**src/gcu_pkg.sv**
```systemverilog
// Shared types for the GCD/LCM unit: sequencer states and the status
// bundle that the iterative units report to the sequencer. No dependencies.
`default_nettype none

package gcu_pkg;

    typedef enum logic [1:0]
    {
        ST_IDLE,
        ST_GCD,
        ST_DIV,
        ST_MUL
    } gcu_state_t;

    typedef struct packed
    {
        logic busy;
        logic done;
    } gcu_status_t;

endpackage

`default_nettype wire

```
**src/gcu_gcd.sv**
```systemverilog
// Iterative binary GCD: one shift or subtract-and-shift step per cycle.
// Depends on gcu_pkg for the status bundle.
`default_nettype none

module gcu_gcd #(
    parameter int W = 30
) (
    input  wire logic                clk,
    input  wire logic                rst_n,
    input  wire logic                start,
    input  wire logic [W-1:0]        a_in,
    input  wire logic [W-1:0]        b_in,
    output gcu_pkg::gcu_status_t     status,
    output logic      [W-1:0]        result
);
    import gcu_pkg::*;

    localparam int KW = $clog2(W + 1);

    logic [W-1:0]  a_reg, a_next;
    logic [W-1:0]  b_reg, b_next;
    logic [KW-1:0] k_reg, k_next;
    logic [W-1:0]  result_reg, result_next;
    logic          busy_reg, busy_next;
    logic          done_reg, done_next;
    logic [W:0]    diff_ab;
    logic [W-1:0]  diff_ba;

    assign diff_ab = {1'b0, a_reg} - {1'b0, b_reg};
    assign diff_ba = b_reg - a_reg;

    always_comb
    begin
        a_next      = a_reg;
        b_next      = b_reg;
        k_next      = k_reg;
        result_next = result_reg;
        busy_next   = busy_reg;
        done_next   = 1'b0;
        if (start)
        begin
            a_next    = a_in;
            b_next    = b_in;
            k_next    = '0;
            busy_next = 1'b1;
        end
        else if (busy_reg)
        begin
            if (a_reg == '0)
            begin
                result_next = b_reg << k_reg;
                busy_next   = 1'b0;
                done_next   = 1'b1;
            end
            else if (b_reg == '0)
            begin
                result_next = a_reg << k_reg;
                busy_next   = 1'b0;
                done_next   = 1'b1;
            end
            else
            begin
                case ({a_reg[0], b_reg[0]})
                    2'b00:
                    begin
                        // common factor of two: strip from both, count it
                        a_next = a_reg >> 1;
                        b_next = b_reg >> 1;
                        k_next = k_reg + 1'b1;
                    end
                    2'b01:
                    begin
                        a_next = a_reg >> 1;
                    end
                    2'b10:
                    begin
                        b_next = b_reg >> 1;
                    end
                    default:
                    begin
                        // both odd: difference is even, halve it at once
                        if (diff_ab[W])
                            b_next = diff_ba >> 1;
                        else
                            a_next = diff_ab[W-1:0] >> 1;
                    end
                endcase
            end
        end
    end

    always_ff @(posedge clk or negedge rst_n)
    begin
        if (!rst_n)
        begin
            busy_reg <= 1'b0;
            done_reg <= 1'b0;
        end
        else
        begin
            busy_reg <= busy_next;
            done_reg <= done_next;
        end
    end

    always_ff @(posedge clk)
    begin
        a_reg      <= a_next;
        b_reg      <= b_next;
        k_reg      <= k_next;
        result_reg <= result_next;
    end

    assign status.busy = busy_reg;
    assign status.done = done_reg;
    assign result      = result_reg;

endmodule

`default_nettype wire

```
**src/gcu_div.sv**
```systemverilog
// Restoring divider: one quotient bit per cycle, W quotient bits per division.
// Depends on gcu_pkg for the status bundle.
`default_nettype none

module gcu_div #(
    parameter int W = 30
) (
    input  wire logic                clk,
    input  wire logic                rst_n,
    input  wire logic                start,
    input  wire logic [W-1:0]        dividend,
    input  wire logic [W-1:0]        denom,
    output gcu_pkg::gcu_status_t     status,
    output logic      [W-1:0]        quotient
);
    import gcu_pkg::*;

    localparam int            CW    = $clog2(W + 1);
    localparam logic [CW-1:0] STEPS = CW'(W);
    localparam logic [CW-1:0] LAST  = CW'(1);

    logic [W-1:0]  rem_reg, rem_next;
    logic [W-1:0]  quo_reg, quo_next;
    logic [W-1:0]  den_reg, den_next;
    logic [CW-1:0] cnt_reg, cnt_next;
    logic          busy_reg, busy_next;
    logic          done_reg, done_next;
    logic [W:0]    shifted;
    logic [W+1:0]  trial;
    logic          borrow;

    assign shifted = {rem_reg, quo_reg[W-1]};
    assign trial   = {1'b0, shifted} - {2'b00, den_reg};
    assign borrow  = trial[W+1];

    always_comb
    begin
        rem_next  = rem_reg;
        quo_next  = quo_reg;
        den_next  = den_reg;
        cnt_next  = cnt_reg;
        busy_next = busy_reg;
        done_next = 1'b0;
        if (start)
        begin
            rem_next  = '0;
            quo_next  = dividend;
            den_next  = denom;
            cnt_next  = STEPS;
            busy_next = 1'b1;
        end
        else if (busy_reg)
        begin
            // restore on borrow: keep the shifted remainder as it was
            rem_next = borrow ? shifted[W-1:0] : trial[W-1:0];
            quo_next = {quo_reg[W-2:0], ~borrow};
            cnt_next = cnt_reg - 1'b1;
            if (cnt_reg == LAST)
            begin
                busy_next = 1'b0;
                done_next = 1'b1;
            end
        end
    end

    always_ff @(posedge clk or negedge rst_n)
    begin
        if (!rst_n)
        begin
            busy_reg <= 1'b0;
            done_reg <= 1'b0;
        end
        else
        begin
            busy_reg <= busy_next;
            done_reg <= done_next;
        end
    end

    always_ff @(posedge clk)
    begin
        rem_reg <= rem_next;
        quo_reg <= quo_next;
        den_reg <= den_next;
        cnt_reg <= cnt_next;
    end

    assign status.busy = busy_reg;
    assign status.done = done_reg;
    assign quotient    = quo_reg;

endmodule

`default_nettype wire

```
**src/gcd_lcm_unit.sv**
```systemverilog
// Top level of the GCD/LCM unit: sequencer, final multiply, output register.
// Depends on gcu_pkg, gcu_gcd and gcu_div.
//
//   channel | valid     | stall     | payload
//   --------+-----------+-----------+-----------------------------
//   in      | in_valid  | in_stall  | first_value, second_value
//   out     | out_valid | out_stall | divisor, multiple
//
// One item: a load, up to 2*OPERAND_WIDTH binary-GCD steps plus a done step,
// OPERAND_WIDTH divider steps plus a done step (skipped on a zero operand), a multiply.
// in_stall is high from acceptance until the result moves to the output register.
// The output register frees the next item to start while a result waits.
// Reset clears the sequencer and the output valid; the data registers are not reset.
`default_nettype none

module gcd_lcm_unit #(
    parameter int OPERAND_WIDTH = 30
) (
    input  wire logic                         clk,
    input  wire logic                         rst_n,
    input  wire logic                         in_valid,
    output logic                              in_stall,
    input  wire logic [OPERAND_WIDTH-1:0]     first_value,
    input  wire logic [OPERAND_WIDTH-1:0]     second_value,
    output logic                              out_valid,
    input  wire logic                         out_stall,
    output logic      [OPERAND_WIDTH-1:0]     divisor,
    output logic      [2*OPERAND_WIDTH-1:0]   multiple
);
    import gcu_pkg::*;

    localparam int W = OPERAND_WIDTH;

    gcu_state_t       state_reg, state_next;
    logic [W-1:0]     a_reg, b_reg;
    logic             zero_reg;
    logic             out_valid_reg, out_valid_next;
    logic [W-1:0]     divisor_reg;
    logic [2*W-1:0]   multiple_reg;

    logic             in_take;
    logic             out_free;
    logic             div_start;
    logic             load_out;
    gcu_status_t      gcd_status;
    gcu_status_t      div_status;
    logic [W-1:0]     gcd_result;
    logic [W-1:0]     quotient;
    logic [2*W-1:0]   product;

    assign in_stall = (state_reg != ST_IDLE);
    assign in_take  = in_valid && !in_stall;
    assign out_free = !out_valid_reg || !out_stall;

    gcu_gcd #(.W(W)) u_gcd (
        .clk    (clk),
        .rst_n  (rst_n),
        .start  (in_take),
        .a_in   (first_value),
        .b_in   (second_value),
        .status (gcd_status),
        .result (gcd_result)
    );

    gcu_div #(.W(W)) u_div (
        .clk      (clk),
        .rst_n    (rst_n),
        .start    (div_start),
        .dividend (a_reg),
        .denom    (gcd_result),
        .status   (div_status),
        .quotient (quotient)
    );

    // next state
    always_comb
    begin
        state_next = state_reg;
        case (state_reg)
            ST_IDLE:
            begin
                if (in_take)
                    state_next = ST_GCD;
            end
            ST_GCD:
            begin
                if (gcd_status.done)
                    state_next = zero_reg ? ST_MUL : ST_DIV;
            end
            ST_DIV:
            begin
                if (div_status.done)
                    state_next = ST_MUL;
            end
            ST_MUL:
            begin
                if (out_free)
                    state_next = ST_IDLE;
            end
            default:
            begin
                state_next = ST_IDLE;
            end
        endcase
    end

    // sequencer outputs
    always_comb
    begin
        div_start = 1'b0;
        load_out  = 1'b0;
        case (state_reg)
            ST_GCD:
            begin
                div_start = gcd_status.done && !zero_reg;
            end
            ST_MUL:
            begin
                load_out = out_free;
            end
            default:
            begin
                div_start = 1'b0;
                load_out  = 1'b0;
            end
        endcase
    end

    // lcm = (a / gcd) * b; zero when either operand is zero
    assign product = zero_reg ? '0 : ({{W{1'b0}}, quotient} * {{W{1'b0}}, b_reg});

    always_comb
    begin
        out_valid_next = out_valid_reg && out_stall;
        if (load_out)
            out_valid_next = 1'b1;
    end

    always_ff @(posedge clk or negedge rst_n)
    begin
        if (!rst_n)
        begin
            state_reg     <= ST_IDLE;
            out_valid_reg <= 1'b0;
        end
        else
        begin
            state_reg     <= state_next;
            out_valid_reg <= out_valid_next;
        end
    end

    always_ff @(posedge clk)
    begin
        if (in_take)
        begin
            a_reg    <= first_value;
            b_reg    <= second_value;
            zero_reg <= (first_value == '0) || (second_value == '0);
        end
        if (load_out)
        begin
            divisor_reg  <= gcd_result;
            multiple_reg <= product;
        end
    end

    assign out_valid = out_valid_reg;
    assign divisor   = divisor_reg;
    assign multiple  = multiple_reg;

    a_gcd_done_in_gcd: assert property (@(posedge clk) disable iff (!rst_n)
        gcd_status.done |-> state_reg == ST_GCD)
        else $error("GCD finished outside its sequencer state");

    a_div_done_in_div: assert property (@(posedge clk) disable iff (!rst_n)
        div_status.done |-> state_reg == ST_DIV)
        else $error("divider finished outside its sequencer state");

    a_div_nonzero: assert property (@(posedge clk) disable iff (!rst_n)
        div_start |-> gcd_result != '0)
        else $error("divider started with a zero divisor");

    a_hold_pending: assert property (@(posedge clk) disable iff (!rst_n)
        (state_reg == ST_MUL && out_valid_reg && out_stall) |=> state_reg == ST_MUL)
        else $error("result overwrote a pending transfer");

    a_idle_units: assert property (@(posedge clk) disable iff (!rst_n)
        state_reg == ST_IDLE |-> !gcd_status.busy && !div_status.busy)
        else $error("sequencer idle while a unit is still busy");

endmodule

`default_nettype wire

```
**config.mk**
```make
export PLATFORM = sky130hd
export DESIGN_NAME = gcd_lcm_unit
export DESIGN_NICKNAME = d
export VERILOG_FILES = /design/src/gcu_pkg.sv /design/src/gcu_gcd.sv /design/src/gcu_div.sv /design/src/gcd_lcm_unit.sv
export SDC_FILE = /design/constraint.sdc
export NUM_CORES = 2
export LEC_CHECK = 0
export BUFFER_PORTS_ARGS = -buffer_cell sky130_fd_sc_hd__buf_2
export CAP_MARGIN = 20
export CORE_MARGIN = 8
export CORE_UTILIZATION = 40
export CTS_CLUSTER_DIAMETER = 40
export DETAILED_ROUTE_END_ITERATION = 16
export GPL_TIMING_DRIVEN = 0
export SLEW_MARGIN = 25
export SYNTH_ARGS = -nofsm -noshare
export SYNTH_HDL_FRONTEND = slang
export SYNTH_SLANG_ARGS = --single-unit
export TNS_END_PERCENT = 10
```
**constraint.sdc**
```tcl
create_clock -name clk -period 24.3 [get_ports clk]
set_clock_uncertainty 0.05 [all_clocks]
set_input_delay 0 -clock clk [delete_from_list [all_inputs] [get_ports clk]]
set_output_delay 0 -clock clk [all_outputs]
set_load 0.005 [all_outputs]
```
; ---- Word-level counts from Yosys, hierarchy flattened
; Cells that the tools add are included.
[totals]
regBits = 348
inputBits = 64
out_inout_bits = 92
elab_cells = 113
[classes]
add_sub_neg = 5
n_mul = 1
eq_ne = 15
n_shift = 2
n_mux = 40
n_bitwise = 4
reduce_logical = 27
[ops]
columns = op, n
row1 = $mux W30, 15
row2 = $logic_not A30 Y1, 4
row3 = $pmux W30 S2, 2
row4 = $mul A30 B30 Y60, 1
row5 = $shl A30 B5 Y30, 2
row6 = $sub A31 B30 Y32, 1
row7 = $sub A30 B30 Y31, 1
row8 = $sub A30 B30 Y30, 1
row9 = $mux W1, 18
row10 = $ne A2 B2 Y1 const B, 6
row11 = $reduce_and A5 Y1, 2
row12 = $mux W2, 4
row13 = $pmux W2 S4, 1
row14 = $reduce_and A4 Y1, 2
row15 = $reduce_bool A2 Y1, 4
row16 = $eq A2 B2 Y1 const B, 3
row17 = $add A5 B1 Y5 const B, 1
row18 = $eq A5 B1 Y1 const B, 1
row19 = $sub A5 B1 Y5 const B, 1
row20 = $eq A2 B1 Y1 const B, 2
row21 = $logic_not A1 Y1, 4
row22 = $logic_not A2 Y1, 2
row23 = $ne A2 B1 Y1 const B, 2
row24 = $not A1 Y1, 4
row25 = other kinds (6), 10

; ---- Logic depth before layout (Yosys ltp)
[depth]
word_depth = 7
depth_mapped = 28
mapped_depth_nobuf = 27

; ---- By module
; Synthesis repeated with hierarchy kept, for this count alone.
[hier_totals]
cells_unflattened = 5298
hier_area_um2 = 50093.0
[modules_own_cells]
columns = mod, instances, cells_per_inst, area_each_um2, seq_area_each_um2
row1 = gcd_lcm_unit, 1, 3649, 35262.6, 4609.4
row2 = gcu_gcd, 1, 1103, 9325.2, 2852.7
row3 = gcu_div, 1, 546, 5505.3, 2552.4

; ---- Worst setup path after synthesis
; Ideal clock, no wire load.
[synth_timing]
kind = reg2reg
start = register state_reg[1]
end = register divisor_reg[0] (netlist: divisor[0]), enable pin
setup_ns = 0.676
arrival_time_ns = 7.098
required_ns = 23.574
slack_ns = 16.476
stages_incl_launch_ff = 3
path_buffers = 0
synth_period_minus_slack_ns = 7.824
path_cell_list = dfrtp_1 ha_1 a21boi_0
[synth_between]
elab_chain_cells = 2
[synth_rtl]
columns = item, line_no
row1 = start: declaration, gcd_lcm_unit.sv:34  ; gcu_state_t state_reg, state_next;
row2 = start signal: assignment, gcd_lcm_unit.sv:148  ; state_reg <= state_next;
row3 = $eq A2 B2 Y1, gcd_lcm_unit.sv:112  ; case (state_reg)
row4 = $mux W1, gcd_lcm_unit.sv:112
row5 = via load_out, gcd_lcm_unit.sv:44  ; logic load_out;
row6 = end signal: assignment, gcd_lcm_unit.sv:163  ; divisor_reg <= gcd_result;
row7 = end: declaration, gcd_lcm_unit.sv:38  ; logic [W-1:0] divisor_reg;
; The timed path passes the listed nets, and every way through them passes these cells.
; A chain may end at the register's enable or synchronous reset.

; ---- Worst setup path in the final report
[layout_timing]
start = register b_reg[5]
end = register multiple_reg[57] (netlist: multiple[57]), data pin
[layout_between]
elab_chain_cells = 1
[layout_rtl]
columns = item, line_no
row1 = start: declaration, gcd_lcm_unit.sv:35  ; logic [W-1:0] a_reg, b_reg;
row2 = start signal: assignment, gcd_lcm_unit.sv:158  ; b_reg <= second_value;
row3 = $mul A30 B30 Y60, gcd_lcm_unit.sv:130  ; assign product = zero_reg ? '0 : ({{W{1'b0}}, quotient} * {{W{1'b0}}, b_reg});
row4 = end signal: assignment, gcd_lcm_unit.sv:164  ; multiple_reg <= product;
row5 = end: declaration, gcd_lcm_unit.sv:39  ; logic [2*W-1:0] multiple_reg;
; No other way between the ends.

==> metrics.cfg <==
[status]
status=finished, final reports clean

[die]
dieArea_um2=134000
die_y_um=366
fp.dieW_um=366
coreArea_um2=122000
start_util_pct=40.2
io_pins=156
row_count=128

[layout]
fin_area_um2=55300
final_nets=6694
num-fill-cells=11860
largest_register_ffs=60
area_delta_synth_final_pct=12.8
regArea_um2=10000
drive_gt1_share_pct=6.51
multi_input_area_um2=34400

[worst_setup_path]
critical_path_class=flop to flop
arrival_ps=10060
end_kind=flop
max_stage_delay_ps=780
cp_slowest_cell=clkbuf_1
crit_fanout=10
critical_path.top_delay_family=adder cells
cp_common_cell=fa_1
cp_data_required_time_ps=24650
cp_num_buf_inv=7
reg2reg_slack_ps=14590
cp-start-kind=flop

[yosys]
ys_types=77
netlist_area_um2=49000
synth_top_family_by_area=adder cells
yosysWarnings=0
ys.flop_type=edfxtp_1
syn_avg_cell_area_um2=9.42
ys_async_sr_fraction_pct=2.01
synth_simple_gate_area_share_pct=15.9
synthAdderAreaFrac_pct=40.8
ys_seq_area_share_pct=20.4
synth-compound-area-share_pct=8.61
synth-seq-cells=348
synth_xor_area_share_pct=2.20
synth_edf_count=301
synth_cells=5200
syn_nets=6390
muxShareOfSynthArea_pct=2.65

[clock_tree]
cts-buffers-inserted=72
postCtsSetupBuffers=0
htree_levels=3
clk_latency_ps=700
cts_root_buf=clkbuf_16
cts_sinks=348
path_clk_slew_ps=60
cts_tree=done
cts.path.max_buffers=3

[timing]
fin_crit_sh_pct=39.9
hold_viol=0
rsz0062_at_grt=false
fin_crit_ps=9710
worst_slew_pin_slew_ps=1190
finalSetupViolCount=0
max_freq_mhz=103
slew_viol_final=0
setup_tns_ps=0
setup_ws_ps=14590
max_slew_margin_pct=20.4
timing.hold.ws_ps=73.2

[drt]
drt-total-wl_um=170000
drtAntennaViolNets=0
drc=0
vias_per_cell=5.37
wl_per_cell_um=23.6
first_pass_iters=6
num_vias=38655
drt_iter0_markers=3531

[place]
hpwl_um=138000
gp_congestion=0.989
dpl_worst_slack_ps=14670
numPortBuffers=155
placed_area_um2=52100

[power]
p_int_mw=1.30
p_per_area_nw_per_um2=30.7
p_switching_mw=0.401
seq_power_share_pct=37.8
p_comb_share_pct=1.5
clockPowerShare_pct=60.6
peakVddDrop_mv=0.0514
leakage_nw=26.0
switching_share_pct=23.6

[grt]
grt_use_total_pct=24.8
antenna_found_initial=10
grt_pass1_wl_um=252000
overflow=0
grt_max_degree=46
grt_pass1_vias=39439

[flow_run]
cap_violations=0

[worst_hold_path]
hold_path_class=primary input to flop

## cell type report
class	count	area share [%]
Sequential cell	348	18.1
Timing Repair Buffer	230	3.00
Antenna cell	5	0.0226
Buffer	300	2.10
Inverter	930	6.32
Tap cell	1625	3.68
Multi-Input combinational cell	3622	62.2
Clock buffer	82	3.40
Clock inverter	52	1.16
## tightest hold or removal path: cells and delay by family
kind / cells / cell delay (ps)
AO/OA/AOI/OAI: 1 / 110
buffers and inverters: 2 / 670
## cells by family after synthesis
| family | after synthesis |
|---|---|
| buffers and inverters | 1230 |
| XOR/XNOR | 123 |
| flip-flops | 348 |
| AO/OA/AOI/OAI | 674 |
| multiplexers | 124 |
| adder cells (fa/ha/maj) | 1126 |
| AND/OR/NAND/NOR | 1575 |
## power by group through the flow
stage               Sequential [mW]  Combinational, mW  Clock (mW)
CTS                           0.642             0.0240        1.05
detailed placement            0.654             0.0157           0
floorplan                     0.654           0.000616           0
finish                        0.642             0.0262        1.03
global route                  0.642             0.0260        1.08
global placement              0.654             0.0159           0
## layout by cell type, fill, tap and decap left out, types with 47 or more instances in the layout
cell           netlist  layout
o21ai_0            163     163
buf_2                7     164
a31oi_1             47      47
dlygate4sd3_1        0      64
mux2i_1             86      86
and2_1             544     544
xnor2_1             81      81
edfxtp_1           301     301
nor2_1             198     197
inv_1              928     927
a21o_1              80      80
clkbuf_16            0      73
a21oi_1            201     201
fa_1               783     783
ha_1               343     343
nand2_1            613     613
clkbuf_1           280     284
## final timing paths
check / end / cells past startpoint / startpoint
max: multiple[57]$_SDFFCE_PP0P_ / 26 / b_reg[5]$_DFFE_PP_
max reg2reg: multiple[57]$_SDFFCE_PP0P_ / 26 / b_reg[5]$_DFFE_PP_
min reg2reg: u_div.den_reg[28]$_DFFE_PP_ / 0 / u_gcd.result[28]$_DFFE_PP_
max in group asynchronous: u_div.busy_reg$_DFF_PN0_ / 3 / rst_n
min in group asynchronous: u_gcd.busy_reg$_DFF_PN0_ / 3 / rst_n
min: out_valid$_DFF_PN0_ / 3 / out_stall
## metal layers
metal	global-route usage, %	part of all wire, %	routed length (um)	vias to the layer above
li1	-	-	-	17015
met1	32.4	40	68200	19390
met2	38.8	45	76200	1827
met3	5.65	9.2	15600	423
met4	11.9	5.6	9510	0
met5	0	0	0	-
## what timing repair did
item | 4_1_cts | 5_1_grt
hold endpoints to repair | 173 | 0
resized for setup | 0 | 0
hold buffers | 64 | 0
## synth_stat cells, types with 35 or more instances
cell      count  area (um^2)
inv_1       928         3480
fa_1        783        15700
nand2_1     613         2300
and2_1      544         3400
ha_1        343         4290
edfxtp_1    301         9040
clkbuf_1    280         1050
a21oi_1     201         1010
nor2_1      198          743
o21ai_0     163          816
mux2i_1      86          861
xnor2_1      81          709
a21o_1       80          601
a31oi_1      47          294
xor2_1       42          368
nand3_1      41          205
dfxtp_1      40          801
mux2_2       36          405
nor3_1       35          175
## metrics by stage
| step | total power [mW] | utilization [%] | instances |
|---|---|---|---|
| 2_1_floorplan | 0.655 | - | 5200 |
| 3_3_place_gp | 0.670 | 42.6 | 6980 |
| 3_5_place_dp | 0.670 | 42.8 | 6991 |
| 4_1_cts | 1.72 | 45.4 | 7189 |
| 5_1_grt | 1.74 | 45.4 | 7189 |
| 6_report | 1.70 | 45.4 | 7194 |
(Power assumes the default switching activity.)
